$ cat src/sv/cdd_pkg.sv
package cdd_pkg;

    localparam int DAY_W   = 5;
    localparam int MONTH_W = 4;
    localparam int YEAR_W  = 12;
    localparam int DN_W    = 20;

    localparam logic [YEAR_W-1:0] YEAR_MIN = 12'd1583;
    localparam logic [YEAR_W-1:0] YEAR_MAX = 12'd2399;

    // floor(y / 100) == (y * RECIP_100) >> RECIP_SHIFT for every 12-bit y
    localparam int PROD_W      = 23;
    localparam int RECIP_SHIFT = 17;
    localparam logic [PROD_W-1:0] RECIP_100 = 23'd1311;
    localparam int QUO_W = PROD_W - RECIP_SHIFT;

    localparam logic [MONTH_W-1:0] MONTH_JAN = 4'd1;
    localparam logic [MONTH_W-1:0] MONTH_FEB = 4'd2;
    localparam logic [MONTH_W-1:0] MONTH_DEC = 4'd12;

    typedef struct packed {
        logic s1;
        logic s2;
        logic s3;
    } t_stage_en;

    function automatic logic [DAY_W-1:0] month_len(input logic [MONTH_W-1:0] m,
                                                   input logic leap);
        logic [DAY_W-1:0] len;
        case (m)
            4'd1, 4'd3, 4'd5, 4'd7, 4'd8, 4'd10, 4'd12: len = 5'd31;
            4'd4, 4'd6, 4'd9, 4'd11:                    len = 5'd30;
            4'd2:                                       len = leap ? 5'd29 : 5'd28;
            default:                                    len = 5'd0;
        endcase
        return len;
    endfunction

    // days before month mm of a year that starts in march
    function automatic logic [8:0] month_offset(input logic [MONTH_W-1:0] mm);
        logic [8:0] ofs;
        case (mm)
            4'd0:    ofs = 9'd0;
            4'd1:    ofs = 9'd31;
            4'd2:    ofs = 9'd61;
            4'd3:    ofs = 9'd92;
            4'd4:    ofs = 9'd122;
            4'd5:    ofs = 9'd153;
            4'd6:    ofs = 9'd184;
            4'd7:    ofs = 9'd214;
            4'd8:    ofs = 9'd245;
            4'd9:    ofs = 9'd275;
            4'd10:   ofs = 9'd306;
            4'd11:   ofs = 9'd337;
            default: ofs = 9'd0;
        endcase
        return ofs;
    endfunction

endpackage

$ cat src/sv/cdd_if.sv
interface cdd_req_if;
    logic                          valid;
    logic                          ready;
    logic [cdd_pkg::DAY_W-1:0]     day_a;
    logic [cdd_pkg::MONTH_W-1:0]   month_a;
    logic [cdd_pkg::YEAR_W-1:0]    year_a;
    logic [cdd_pkg::DAY_W-1:0]     day_b;
    logic [cdd_pkg::MONTH_W-1:0]   month_b;
    logic [cdd_pkg::YEAR_W-1:0]    year_b;

    modport source (output valid, day_a, month_a, year_a, day_b, month_b, year_b,
                    input ready);
    modport sink   (input valid, day_a, month_a, year_a, day_b, month_b, year_b,
                    output ready);
endinterface

interface cdd_rsp_if;
    logic                          valid;
    logic                          ready;
    logic signed [cdd_pkg::DN_W-1:0] day_difference;
    logic                          invalid_date;

    modport source (output valid, day_difference, invalid_date, input ready);
    modport sink   (input valid, day_difference, invalid_date, output ready);
endinterface

$ cat src/sv/calendar_day_difference.sv
// signed day difference between two gregorian dates
// throughput: one request per cycle unless o_rsp stalls, three day-number stages plus the subtract stage
// each stage holds its item until the next one frees, so a stall loses nothing
// reset (synchronous, active low) clears the stage valid bits only
module calendar_day_difference (
    input  logic       i_clk,
    input  logic       i_rst_n,
    cdd_req_if.sink    i_req,
    cdd_rsp_if.source  o_rsp
);

    localparam int NW = cdd_pkg::DN_W;

    logic                r_v1, r_v2, r_v3, r_v4;
    logic                n_en1, n_en2, n_en3, n_en4;
    cdd_pkg::t_stage_en  n_en;

    always_comb begin
        n_en4   = !r_v4 || o_rsp.ready;
        n_en3   = !r_v3 || n_en4;
        n_en2   = !r_v2 || n_en3;
        n_en1   = !r_v1 || n_en2;
        n_en.s1 = n_en1;
        n_en.s2 = n_en2;
        n_en.s3 = n_en3;
    end

    assign i_req.ready = n_en1;

    always_ff @(posedge i_clk) begin
        if (!i_rst_n) begin
            r_v1 <= 1'b0;
            r_v2 <= 1'b0;
            r_v3 <= 1'b0;
            r_v4 <= 1'b0;
        end else begin
            if (n_en1) r_v1 <= i_req.valid;
            if (n_en2) r_v2 <= r_v1;
            if (n_en3) r_v3 <= r_v2;
            if (n_en4) r_v4 <= r_v3;
        end
    end

    logic [NW-1:0] w_dn_a, w_dn_b;
    logic          w_ok_a, w_ok_b;

    cdd_day_number u_dn_a (
        .i_clk        (i_clk),
        .i_en         (n_en),
        .i_day        (i_req.day_a),
        .i_month      (i_req.month_a),
        .i_year       (i_req.year_a),
        .o_day_number (w_dn_a),
        .o_ok         (w_ok_a)
    );

    cdd_day_number u_dn_b (
        .i_clk        (i_clk),
        .i_en         (n_en),
        .i_day        (i_req.day_b),
        .i_month      (i_req.month_b),
        .i_year       (i_req.year_b),
        .o_day_number (w_dn_b),
        .o_ok         (w_ok_b)
    );

    // stage 4: subtract, zero on an invalid date
    logic [NW-1:0] r_diff;
    logic          r_invalid;
    logic          n_valid_dates;

    assign n_valid_dates = w_ok_a && w_ok_b;

    always_ff @(posedge i_clk) begin
        if (n_en4) begin
            r_diff    <= n_valid_dates ? (w_dn_a - w_dn_b) : '0;
            r_invalid <= !n_valid_dates;
        end
    end

    assign o_rsp.valid          = r_v4;
    assign o_rsp.day_difference = r_diff;
    assign o_rsp.invalid_date   = r_invalid;

endmodule

$ cat src/sv/cdd_day_number.sv
module cdd_day_number (
    input  logic                          i_clk,
    input  cdd_pkg::t_stage_en            i_en,
    input  logic [cdd_pkg::DAY_W-1:0]     i_day,
    input  logic [cdd_pkg::MONTH_W-1:0]   i_month,
    input  logic [cdd_pkg::YEAR_W-1:0]    i_year,
    output logic [cdd_pkg::DN_W-1:0]      o_day_number,
    output logic                          o_ok
);

    localparam int YW = cdd_pkg::YEAR_W;
    localparam int MW = cdd_pkg::MONTH_W;
    localparam int DW = cdd_pkg::DAY_W;
    localparam int NW = cdd_pkg::DN_W;
    localparam int QW = cdd_pkg::QUO_W;
    localparam int PW = cdd_pkg::PROD_W;

    // stage 1: march-based year and month, quotients by 100
    logic [DW-1:0] r_s1_day;
    logic [MW-1:0] r_s1_month, r_s1_mm;
    logic [YW-1:0] r_s1_year, r_s1_yy;
    logic [QW-1:0] r_s1_q_year, r_s1_q_yy;

    logic          n_early;
    logic [YW-1:0] n_yy;
    logic [MW-1:0] n_mm;
    logic [PW-1:0] n_prod_y, n_prod_yy;

    always_comb begin
        n_early   = (i_month <= cdd_pkg::MONTH_FEB);
        n_yy      = n_early ? i_year - YW'(1) : i_year;
        n_mm      = n_early ? i_month + MW'(9) : i_month - MW'(3);
        n_prod_y  = PW'(i_year) * cdd_pkg::RECIP_100;
        n_prod_yy = PW'(n_yy) * cdd_pkg::RECIP_100;
    end

    always_ff @(posedge i_clk) begin
        if (i_en.s1) begin
            r_s1_day    <= i_day;
            r_s1_month  <= i_month;
            r_s1_year   <= i_year;
            r_s1_yy     <= n_yy;
            r_s1_mm     <= n_mm;
            r_s1_q_year <= n_prod_y[PW-1:cdd_pkg::RECIP_SHIFT];
            r_s1_q_yy   <= n_prod_yy[PW-1:cdd_pkg::RECIP_SHIFT];
        end
    end

    // stage 2: leap year, validity, year and month terms
    logic          r_s2_ok;
    logic [NW-1:0] r_s2_year_term;
    logic [8:0]    r_s2_month_term;
    logic [DW-1:0] r_s2_day;

    logic [YW-1:0] n_rem100;
    logic          n_leap;
    logic          n_ok;
    logic [NW-1:0] n_year_term;

    always_comb begin
        n_rem100 = r_s1_year - YW'(r_s1_q_year) * YW'(100);
        n_leap   = ((r_s1_year[1:0] == 2'd0) && (n_rem100 != '0)) ||
                   ((n_rem100 == '0) && (r_s1_q_year[1:0] == 2'd0));
        n_ok     = (r_s1_month >= cdd_pkg::MONTH_JAN) &&
                   (r_s1_month <= cdd_pkg::MONTH_DEC) &&
                   (r_s1_year >= cdd_pkg::YEAR_MIN) &&
                   (r_s1_year <= cdd_pkg::YEAR_MAX) &&
                   (r_s1_day != '0) &&
                   (r_s1_day <= cdd_pkg::month_len(r_s1_month, n_leap));
        n_year_term = NW'(r_s1_yy) * NW'(365) + NW'(r_s1_yy >> 2)
                    - NW'(r_s1_q_yy) + NW'(r_s1_q_yy >> 2);
    end

    always_ff @(posedge i_clk) begin
        if (i_en.s2) begin
            r_s2_ok         <= n_ok;
            r_s2_year_term  <= n_year_term;
            r_s2_month_term <= cdd_pkg::month_offset(r_s1_mm);
            r_s2_day        <= r_s1_day;
        end
    end

    // stage 3: day number
    logic [NW-1:0] r_s3_dn;
    logic          r_s3_ok;

    always_ff @(posedge i_clk) begin
        if (i_en.s3) begin
            r_s3_dn <= r_s2_year_term + NW'(r_s2_month_term) + NW'(r_s2_day);
            r_s3_ok <= r_s2_ok;
        end
    end

    assign o_day_number = r_s3_dn;
    assign o_ok         = r_s3_ok;

endmodule
$ cat src/flat_wrapper.sv
// flat-port wrapper written by rule: the top's interface ports become plain ports
module calendar_day_difference_flat 
  (i_clk, i_rst_n, i_req_valid, i_req_day_a, i_req_month_a, i_req_year_a, i_req_day_b, i_req_month_b, i_req_year_b, i_req_ready, o_rsp_valid, o_rsp_day_difference, o_rsp_invalid_date, o_rsp_ready);
  cdd_req_if i_req_i ();
  cdd_rsp_if o_rsp_i ();
  input  logic i_clk;
  input  logic i_rst_n;
  input wire logic [$bits(i_req_i.valid)-1:0] i_req_valid;
  input wire logic [$bits(i_req_i.day_a)-1:0] i_req_day_a;
  input wire logic [$bits(i_req_i.month_a)-1:0] i_req_month_a;
  input wire logic [$bits(i_req_i.year_a)-1:0] i_req_year_a;
  input wire logic [$bits(i_req_i.day_b)-1:0] i_req_day_b;
  input wire logic [$bits(i_req_i.month_b)-1:0] i_req_month_b;
  input wire logic [$bits(i_req_i.year_b)-1:0] i_req_year_b;
  output wire logic [$bits(i_req_i.ready)-1:0] i_req_ready;
  output wire logic [$bits(o_rsp_i.valid)-1:0] o_rsp_valid;
  output wire logic [$bits(o_rsp_i.day_difference)-1:0] o_rsp_day_difference;
  output wire logic [$bits(o_rsp_i.invalid_date)-1:0] o_rsp_invalid_date;
  input wire logic [$bits(o_rsp_i.ready)-1:0] o_rsp_ready;
  assign i_req_i.valid = i_req_valid;
  assign i_req_i.day_a = i_req_day_a;
  assign i_req_i.month_a = i_req_month_a;
  assign i_req_i.year_a = i_req_year_a;
  assign i_req_i.day_b = i_req_day_b;
  assign i_req_i.month_b = i_req_month_b;
  assign i_req_i.year_b = i_req_year_b;
  assign i_req_ready = i_req_i.ready;
  assign o_rsp_valid = o_rsp_i.valid;
  assign o_rsp_day_difference = o_rsp_i.day_difference;
  assign o_rsp_invalid_date = o_rsp_i.invalid_date;
  assign o_rsp_i.ready = o_rsp_ready;
  calendar_day_difference u_core (.i_clk(i_clk), .i_rst_n(i_rst_n), .i_req(i_req_i), .o_rsp(o_rsp_i));
endmodule
$ cat config.mk
export PLATFORM = sky130hd
export DESIGN_NAME = calendar_day_difference_flat
export DESIGN_NICKNAME = d
export VERILOG_FILES = /design/src/sv/cdd_pkg.sv /design/src/sv/cdd_if.sv /design/src/sv/calendar_day_difference.sv /design/src/sv/cdd_day_number.sv /design/src/flat_wrapper.sv
export SDC_FILE = /design/constraint.sdc
export NUM_CORES = 1
export LEC_CHECK = 0
export BUFFER_PORTS_ARGS = -buffer_cell sky130_fd_sc_hd__buf_2
export CORE_UTILIZATION = 35
export CTS_CLUSTER_DIAMETER = 60
export DETAILED_ROUTE_END_ITERATION = 12
export SYNTH_ARGS = -nofsm -noshare
export SYNTH_HDL_FRONTEND = slang
export SYNTH_SLANG_ARGS = --single-unit
$ cat constraint.sdc
create_clock -name i_clk -period 6.5 [get_ports i_clk]
set_input_delay 1.3 -clock i_clk [delete_from_list [all_inputs] [get_ports i_clk]]
set_output_delay 1.3 -clock i_clk [all_outputs]
set_load 0.02 [all_outputs]
Word level (Yosys, flattened, before mapping)
Memories as Yosys holds them, arrays and structs flattened. A register that Yosys moved wholly into a read port is not among the register bits.
Index checks and enable logic that the tools add are counted.
- register bits: 217
- word-level logic and storage cells: 143
- memories kept: 2
- bits in latches: 0
- ROM bits: 288
- memory bits (writable): 0
- memories (name ; words ; bits a word ; read ports ; clocked after memory_dff ; write ports ; RTL line ; RTL):
    (no name shown) ; 16 ; 9 ; 1 ; 1 ; 0 ; cdd_pkg.sv:42 ; case (mm)
    (no name shown) ; 16 ; 9 ; 1 ; 1 ; 0 ; cdd_pkg.sv:42 ;
- bitwise gates (word level): 0
- $mul: 8
- reduce and logical (&&, ||, !) cells: 40
- div/mod/pow operators: 0
- multiplexer cells: 8
- magnitude comparators: 12
- equality and inequality tests: 24
- shifts and indexed selects: 0
- add/sub/neg operators: 19
- operator list (kind ; count):
    12-bit by 11-bit multiplier with 23-bit output, second input constant ; 4
    20-bit by 10-bit adder with 20-bit output ; 2
    20-bit by 4-bit adder with 20-bit output ; 2
    20-bit by 5-bit adder with 20-bit output ; 2
    20-bit by 9-bit adder with 20-bit output ; 2
    4-bit == test, second input constant ; 10
    12-bit by 9-bit multiplier with 20-bit output, second input constant ; 2
    20-bit by 6-bit subtractor with 20-bit output ; 2
    4-bit by 3-bit == test with 1-bit output, second input constant ; 8
    5-bit one-hot mux with 3 select lines ; 2
    12-bit by 11-bit >= comparator with 1-bit output, second input constant ; 2
    12-bit less-or-equal comparator, second input constant ; 2
    12-bit logical NOT ; 2
    12-bit two-way mux ; 2
    12-bit nonzero test ; 2
    12-bit by 1-bit subtractor with 12-bit output, second input constant ; 2
    12-bit subtractor ; 2
    6-bit by 5-bit multiplier with 10-bit output, second input constant ; 2
    20-bit subtractor ; 1
    4-bit by 2-bit == test with 1-bit output, second input constant ; 4
    1-bit logical AND ; 15
    7-bit OR reduction ; 2
    5-bit less-or-equal comparator ; 2
    5-bit nonzero test ; 2
    12 further kinds ; 33

Depth between registers and ports, before layout
Gate-level depths: netlist (run 1).
- depth in word-level cells: 9
- mapped depth: 28

Modules after synthesis
A second synthesis (run 1) with hierarchy kept.
- cell total of the unflattened synthesis: 2695
- area total of the unflattened synthesis: 29200.5 µm²
- modules (own cells, without submodules) (module ; cells each ; seq. area each (µm²) ; times used ; area each (µm²)):
    cdd_day_number at u_core.u_dn_a ; 1246 ; 3153.0 ; 1 ; 13685.6
    cdd_day_number at u_core.u_dn_b ; 1237 ; 3153.0 ; 1 ; 13598.0
    calendar_day_difference ; 212 ; 710.7 ; 1 ; 1916.8

Least setup slack after synthesis (run 1)
No wires, ideal clock.
- path type: input -> register
- from: in i_req_month_a[0]
- to: reg u_core.u_dn_a.r_s1_q_yy[5] (data pin)
- cell stages on the path: 22
- path buffers: 1
- data required time: 6240 ps
- slack: -351 ps
- arrival time: 6591 ps
- cell sequence: inv_1 ha_1 o21a_1 clkbuf_1 inv_1 or2_2 xnor2_1 inv_1 fa_1 ha_1 fa_1 fa_1 inv_1 fa_1 inv_1 ha_1 a21oi_1 o21ai_0 o41a_1 o41a_1 a21oi_2 xnor2_1
- longest elaborated chain between the ends: 3
- RTL lines (item ; RTL line ; RTL):
    start: declaration ; flat_wrapper.sv:10 ; input wire logic [$bits(i_req_i.month_a)-1:0] i_req_month_a;
    4-bit by 2-bit less-or-equal comparator with 1-bit output ; cdd_day_number.sv:30 ; n_early = (i_month <= cdd_pkg::MONTH_FEB);
    12-bit two-way mux ; cdd_day_number.sv:31 ; n_yy = n_early ? i_year - YW'(1) : i_year;
    net u_core.u_dn_a.n_yy[8] ; cdd_day_number.sv:25 ; logic [YW-1:0] n_yy;
    12-bit by 11-bit multiplier with 23-bit output ; cdd_day_number.sv:34 ; n_prod_yy = PW'(n_yy) * cdd_pkg::RECIP_100;
    net u_core.u_dn_a.n_prod_yy[22] ; cdd_day_number.sv:27 ; logic [PW-1:0] n_prod_y, n_prod_yy;
    end signal: assignment ; cdd_day_number.sv:45 ; r_s1_q_yy <= n_prod_yy[PW-1:cdd_pkg::RECIP_SHIFT];
    end: declaration ; cdd_day_number.sv:22 ; logic [QW-1:0] r_s1_q_year, r_s1_q_yy;
The timed path passes the listed nets, and every way through them passes these cells.
A chain may end at the register's enable or synchronous reset.

Worst setup path in the final report (run 1)
- from: in i_req_year_a[1]
- to: reg u_core.u_dn_a.r_s1_q_yy[5] (data pin)
- longest elaborated chain between the ends: 3
- RTL lines (item ; RTL line ; RTL):
    start: declaration ; flat_wrapper.sv:11 ; input wire logic [$bits(i_req_i.year_a)-1:0] i_req_year_a;
    12-bit by 1-bit subtractor with 12-bit output ; cdd_day_number.sv:31 ;
    12-bit two-way mux (*) ; cdd_day_number.sv:31 ;
    12-bit by 11-bit multiplier with 23-bit output (*) ; cdd_day_number.sv:34 ;
    net u_core.u_dn_a.n_prod_yy[22] ; cdd_day_number.sv:27 ;
Mark *: on every way through the listed nets, which the timed path passes. The rest lies on a longest branch.

==> flow_summary_export.csv, run 1 <==
group,metric,value,unit
cts,cts_buffer_depth,3,
synthesis,synthTopCellsByArea,"ha_1 28%, edfxtp_1 24%, fa_1 21%, inv_1 8.2%, xnor2_1 3.4%",
cts,hold_buffers,0,
cts,cts_resized,0,
timing,fin_crit,6.16,ns
floorplanning,start_util,35.4,%
routing,wl,53.4,mm
routing,firstDrtPassIters,4,
worst_setup_path,max_stage_delay,0.53,ns
routing,routed-wl-met3,1.16,mm
synthesis,synth_edf_count,231,
synthesis,avgSynthCellArea,10.8,um2
synthesis,synth_nets,3677,
routing,drt-met1-wl,27.2,mm
worst_setup_path,cp.arrival,6.50,ns
routing,highest_layer,"met4",
timing,worst_pin_slew,1.01,ns
routing,drt_iter0_drc,619,
floorplanning,std_cell_rows,105,
synthesis,syn_inst,2678,
final_layout,multi_input_area,19700,um2
floorplanning,dieArea,84100,um2
final_layout,fill_cells,7999,
timing,hold_viol,0,
cts,cts_tree,"done",
synthesis,synth_seq_cells,235,
place,io_buffer_count,68,
synthesis,syn-cell-area,29000,um2
worst_setup_path,crit_family,"adder cells",
synthesis,synth.most_common_cell,"ha_1",
final_layout,diodes,0,
worst_setup_path,start_kind,"input pin",
power_and_ir_drop,vdd.ir_drop.worst,0.000329,V
worst_setup_path,worst_path_max_delay_cell,"fa_1",
floorplanning,core,82100,um2
final_layout,drive_gt1_share,8.49,%
power_and_ir_drop,p_leak,16.6,nW
power_and_ir_drop,power.density,479,nW/um2
grt,grt_max_degree,71,
routing,post-route-drc-count,0,
cts,clock_latency,0.59,ns
worst_setup_path,crit_path_end_kind,"flip-flop",
final_layout,syn2layout_area_growth,11.9,%
synthesis,synth_cell_types,69,
timing,setup_viol,0,
run,maxCapViolations,0,
worst_setup_path,crit_type,"input pin to flip-flop",
worst_setup_path,path_buf_inv,7,
cts,h-tree-depth,1,
synthesis,synth_top_cell_by_area,"ha_1",
worst_setup_path,required,6.83,ns
final_layout,final_nets,3879,
cts,cts_buffers,29,
cts,root_buffer,"clkbuf_16",
place,hpwl,45.1,mm
grt,grt_overflow,0,
synthesis,ys_warn_count,0,
timing,worst_slack,0.336,ns
synthesis,ys.flop_type,"edfxtp_1",
synthesis,yosysSeqAreaShare,24.2,%
synthesis,postSynth.asyncResetShare,0,%
floorplanning,fp.dieW,290,um
cts,clk_pin_slew,0.06,ns
worst_setup_path,path_cells,"buf_2 > inv_1 > ha_1 > nand2b_1 > nand4_1 > or2_2 > xnor2_2 > fa_1 > inv_1 > ha_1 > inv_1 > fa_1 > inv_1 > fa_1 > inv_1 > fa_1 > inv_1 > ha_1 > nand4_1 > a21oi_1 > o41a_1 > o41a_1 > a21oi_2 > xnor2_1",
worst_setup_path,crit_fanout,4,
routing,num_vias,18100,
timing,skew,0.0448,ns
final_layout,regArea,7020,um2
grt,grt_usage,13.3,%
grt,antenna_found_initial,1,
place,dp_slack,-0.270,ns
timing,post-route-period-util,94.8,%
status,status,"completed",
routing,antenna_left,0,
final_layout,fin_area,32500,um2
floorplanning,io_pins,69,
timing,rsz0062_at_grt,"false",
grt,grt_pass1_wl,92.5,mm
synthesis,synth_top_area_share,27.8,%
place,gp_congestion,0.843,
cts,clock_sinks,235,
hold_path,hp-class,"flip-flop to flip-flop",
synthesis,synthTopCellsByCount,"645 x ha_1, 633 x inv_1, 308 x fa_1",
worst_setup_path,path_common_cell,"inv_1",
timing,fmax,0.162,GHz
routing,wl_met2,24.0,mm
routing,wl_per_cell,13.4,um
cts,cts_setup_buffers,0,
place,placed_cell_area,31600,um2
floorplanning,die_height,290,um
timing,slew_viol_final,0,
routing,avgViaCountPerCell,4.57,
grt,first_global_vias,18900,
timing,slew_headroom,32.3,%
[worst reg2reg max path, cell delays in order (launching register included)]
cell	delay, ns
edfxtp_1	0.59
inv_1	0.15
ha_1	0.34
fa_1	0.49
inv_1	0.06
fa_1	0.53
inv_1	0.05
fa_1	0.45
fa_1	0.49
inv_1	0.04
ha_1	0.32
o21a_1	0.19
o21a_1	0.19
or2_1	0.24
a21boi_1	0.19
a211o_1	0.33
a21o_1	0.19
a21o_1	0.18
xor2_1	0.13
[layout by cell type (no fill, tap or decap), types with 6 or more instances in the layout]
master     synthesis  layout
xor2_1            40      40
o21bai_1           7       7
nand4_1           10      10
inv_1            633     630
o21a_1            29      29
o21ai_1           29      30
o21ai_0           37      36
fa_1             308     308
nand3_1           19      19
o31ai_1            6       6
nor3_1            28      28
buf_4              0     112
clkbuf_16          0      29
nor3b_1           11      11
xnor2_1          114     110
nand2_1           84      82
nor2_1            87      87
ha_1             645     645
buf_2              1      68
a21oi_1           92      91
edfxtp_1         231     231
a31oi_1           12      12
nand2b_1          25      25
a21o_1            54      54
o211ai_1          10      10
and3_1            11      11
nor2b_1           29      29
a211oi_1          13      13
[registers in the layout, summed over array words and instances (netlist names), 5 cells and up]
| register | cells |
|---|---|
| u_core.o_rsp.day_difference | 20 |
| u_core.u_dn_a.r_s1_q_year | 6 |
| u_core.u_dn_b.r_s1_day | 5 |
| u_core.u_dn_b.r_s2_month_term | 9 |
| u_core.u_dn_b.r_s2_year_term | 20 |
| u_core.u_dn_a.r_s2_month_term | 9 |
| u_core.u_dn_a.r_s2_day | 5 |
| u_core.u_dn_b.r_s1_yy | 12 |
| u_core.u_dn_a.o_day_number | 20 |
| u_core.u_dn_a.r_s1_yy | 12 |
| u_core.u_dn_a.r_s1_day | 5 |
| u_core.u_dn_b.o_day_number | 20 |
| u_core.u_dn_a.r_s2_year_term | 20 |
| u_core.u_dn_a.r_s1_q_yy | 6 |
| u_core.u_dn_b.r_s1_year | 12 |
| u_core.u_dn_b.r_s1_q_yy | 6 |
| u_core.u_dn_a.r_s1_year | 12 |
| u_core.u_dn_b.r_s1_q_year | 6 |
| u_core.u_dn_b.r_s2_day | 5 |
[path summary, 6_finish.rpt]
kind	cells past startpoint	end	start	slack, ns
setup / recovery	24	u_core.u_dn_a.r_s1_q_yy[5]	i_req_year_a[1]	0.34
hold / removal	0	u_core.u_dn_b.o_ok	u_core.u_dn_b.r_s2_ok	0.42
setup reg to reg	18	u_core.u_dn_a.r_s2_year_term[18]	u_core.u_dn_a.r_s1_yy[5]	1.08
hold reg to reg	0	u_core.u_dn_b.o_ok	u_core.u_dn_b.r_s2_ok	0.42
[metal layers]
layer | up-vias | track usage, %
li1 | 9270 | -
met1 | 8670 | 18.8
met2 | 145 | 22.2
met3 | 57 | 1.35
met4 | 0 | 2.54
met5 | - | 0
[kinds of logic (layout without fill, tap and decap cells)]
group,Yosys count,in the layout,synth area share (%)
multiplexers,4,4,0.138
buffers and inverters,644,865,8.33
flip-flops,235,235,24.2
adder cells (fa/ha/maj),953,953,49.0
XOR/XNOR,155,155,4.70
AO/OA/AOI/OAI,348,348,7.86
AND/OR/NAND/NOR,339,339,5.81
[layout make-up]
type                    count  share of cell area (%)
multi-input cells        1799                    60.5
flip-flops and latches    235                    21.6
inverters                 635                    7.33
well taps                1070                    4.12
repair buffers            180                    3.63
clock buffers              34                    2.29
clock inverters            16                   0.589
[metrics by stage]
step	power [mW]	setup TNS [ns]	instances	hold WS [ns]	utilization [%]
global route	17.6	0	3969	0.434	39.6
detailed placement	14.1	-1.32	3919	0.419	38.5
global placement	13.9	-0.966	3919	0.411	38.5
CTS	15.8	0	3969	0.430	39.6
finish	15.6	0	3969	0.422	39.6
floorplan	11.7	-0.0289	2678	0.400	-
[where the power goes]
part           internal [mW]  switching (mW)
sequential              2.56           0.268
clock                  0.945           0.650
combinational           5.16            5.98
total                   8.66            6.90
(Power assumes the default switching activity.)
==> inputs of run 2 (changes only) <==
--- a/config.mk
+++ b/config.mk
@@ -6,6 +6,7 @@
 export NUM_CORES = 1
 export LEC_CHECK = 0
 export BUFFER_PORTS_ARGS = -buffer_cell sky130_fd_sc_hd__buf_2
+export CORE_ASPECT_RATIO = 1.75
 export CORE_UTILIZATION = 35
 export CTS_CLUSTER_DIAMETER = 60
 export DETAILED_ROUTE_END_ITERATION = 12
==> run 2 against run 1 <==
- critical path depth stayed put
- non-clock buffer count is 9 higher
- via count is 1.7% higher
- the flow now finishes with violations (design-rule violations)
- largest cell class unchanged
- clock skew is 0.034 ns lower
- register-to-register slack worse by 0.08 ns
- die area hardly changed
- fmax is 0.34% lower
==> flow_summary_export.csv, run 2 (synthesized netlist as in run 1, its figures left out) <==
group,metric,value,unit
hold_path,worst_hold_path.num_cells,0,
cts,clock_sinks,235,
worst_setup_path,cp.arrival,6.50,ns
timing,skew,0.0110,ns
worst_setup_path,crit_fanout,4,
routing,drt_iter0_drc,531,
place,post-place-cells,3915,
grt,grt_overflow,0,
grt,grt_max_degree,71,
cts,clk_pin_slew,0.06,ns
final_layout,syn2layout_area_growth,12.2,%
status,status,"finished with violations",
grt,grt_usage,14.4,%
power_and_ir_drop,power.density,487,nW/um2
floorplanning,std_cell_rows,139,
routing,antenna_left,0,
worst_setup_path,worst_r2r_path_depth,18,
routing,firstDrtPassIters,9,
worst_setup_path,start_kind,"input pin",
place,gp_congestion,0.832,
power_and_ir_drop,vdd.ir_drop.worst,0.000302,V
floorplanning,die_height,383,um
cts,cts_tree,"done",
place,hpwl,50.6,mm
grt,grt_pass1_wl,96.5,mm
routing,wl_per_cell,14.6,um
cts,cts_buffer_depth,3,
cts,root_buffer,"clkbuf_16",
status,violations,"design-rule violations",
timing,setup_viol,0,
cts,h-tree-depth,1,
timing,fmax,0.162,GHz
worst_setup_path,required,6.81,ns
grt,first_global_vias,20000,
place,dp_slack,-0.310,ns
floorplanning,fp.dieW,220,um
floorplanning,io_pins,69,
power_and_ir_drop,p_leak,16.6,nW
timing,post-route-period-util,95.1,%
final_layout,layout_common_cells,"645 x ha_1, 630 x inv_1, 308 x fa_1",
routing,avgViaCountPerCell,4.65,
hold_path,hp-class,"flip-flop to flip-flop",
final_layout,diodes,0,
floorplanning,start_util,35.4,%
routing,wl,57.7,mm
timing,fin_hold_ws,0.454,ns
final_layout,final_nets,3888,
floorplanning,dieArea,84200,um2
routing,num_vias,18500,
final_layout,instances_no_fill,3966,
timing,rsz0062_at_grt,"false",
final_layout,fill_cells,7998,
worst_setup_path,crit_path_end_kind,"flip-flop",
cts,clock_latency,0.56,ns
timing,worst_pin_slew,0.961,ns
timing,slew_viol_final,0,
timing,worst_slack,0.315,ns
final_layout,mostFrequentLayoutCell,"ha_1",
cts,hold_buffers,0,
final_layout,drive_gt1_share,8.97,%
worst_setup_path,crit_type,"input pin to flip-flop",
timing,hold_viol,0,
floorplanning,core,82100,um2
place,io_buffer_count,68,
timing,fin_crit,6.18,ns
grt,antenna_found_initial,0,
cts,cts_resized,0,
routing,post-route-drc-count,14,
cts,cts_setup_buffers,0,
timing,slew_headroom,35.7,%
run,maxCapViolations,0,
cts,cts_buffers,29,
## run 2: changes by cell type in the layout (fill, tap and decap cells not counted), sizes merged
cell      before  now
clkinvlp       0    2
clkinv         7    8
buf          180  189
inv          641  640
clkbuf        34   33
## run 2: worst max-delay path, cell delays in order
cell,delay [ns]
buf_2,0.10
inv_1,0.11
ha_1,0.17
nand2b_1,0.12
nand4_1,0.14
buf_4,0.16
a21oi_1,0.16
xnor2_1,0.22
inv_2,0.08
xnor2_1,0.14
ha_1,0.28
ha_1,0.31
fa_1,0.48
inv_1,0.05
fa_1,0.51
fa_1,0.54
inv_1,0.04
ha_1,0.33
a21oi_1,0.15
o21ai_0,0.13
o41a_1,0.35
o41a_1,0.37
a21oi_2,0.16
xnor2_1,0.07
## run 2: report_power, final
group / switching, mW / internal, mW / leakage [nW]
logic: 6.19 / 5.20 / 13.6
registers: 0.309 / 2.57 / 2.53
clock network: 0.665 / 0.961 / 0.467
## run 2: per-stage QoR
step / power (mW) / util [%] / TNS, ns / instance area [um2]
6_report: 15.9 / 39.7 / 0 / 32600
5_1_grt: 17.8 / 39.7 / 0 / 32600
4_1_cts: 16.2 / 39.7 / 0 / 32600
3_5_place_dp: 14.4 / 38.5 / -1.52 / 31600
3_3_place_gp: 14.3 / 38.5 / -0.826 / 31600
2_1_floorplan: 11.7 / - / -0.0289 / 29100
## run 2: path summary, 6_finish.rpt
path / startpoint / endpoint / slack (ns)
setup / recovery: i_req_year_a[1] / u_core.u_dn_a.r_s1_q_yy[5] / 0.32
hold / removal: u_core.u_dn_b.r_s2_ok / u_core.u_dn_b.o_ok / 0.45
setup reg to reg: u_core.u_dn_a.r_s1_yy[5] / u_core.u_dn_a.r_s2_year_term[18] / 1.00
hold reg to reg: u_core.u_dn_b.r_s2_ok / u_core.u_dn_b.o_ok / 0.45
## run 2: final cells by class
class | count | area (um2) | share of cell area (%)
well taps | 1057 | 1320 | 4.06
clock inverters | 18 | 220 | 0.676
clock buffers | 33 | 751 | 2.30
inverters | 635 | 2380 | 7.31
flip-flops and latches | 235 | 7020 | 21.5
repair buffers | 189 | 1250 | 3.83
multi-input cells | 1799 | 19700 | 60.3
## run 2: per-layer routing
layer  vias to the layer above  share of wire (%)  track usage, %
met5                         -                  0               0
met4                         0                2.1            3.31
met3                        77                2.0            1.17
met2                       182                 59            30.2
met1                      8935                 37            14.7
li1                       9264                  -               -
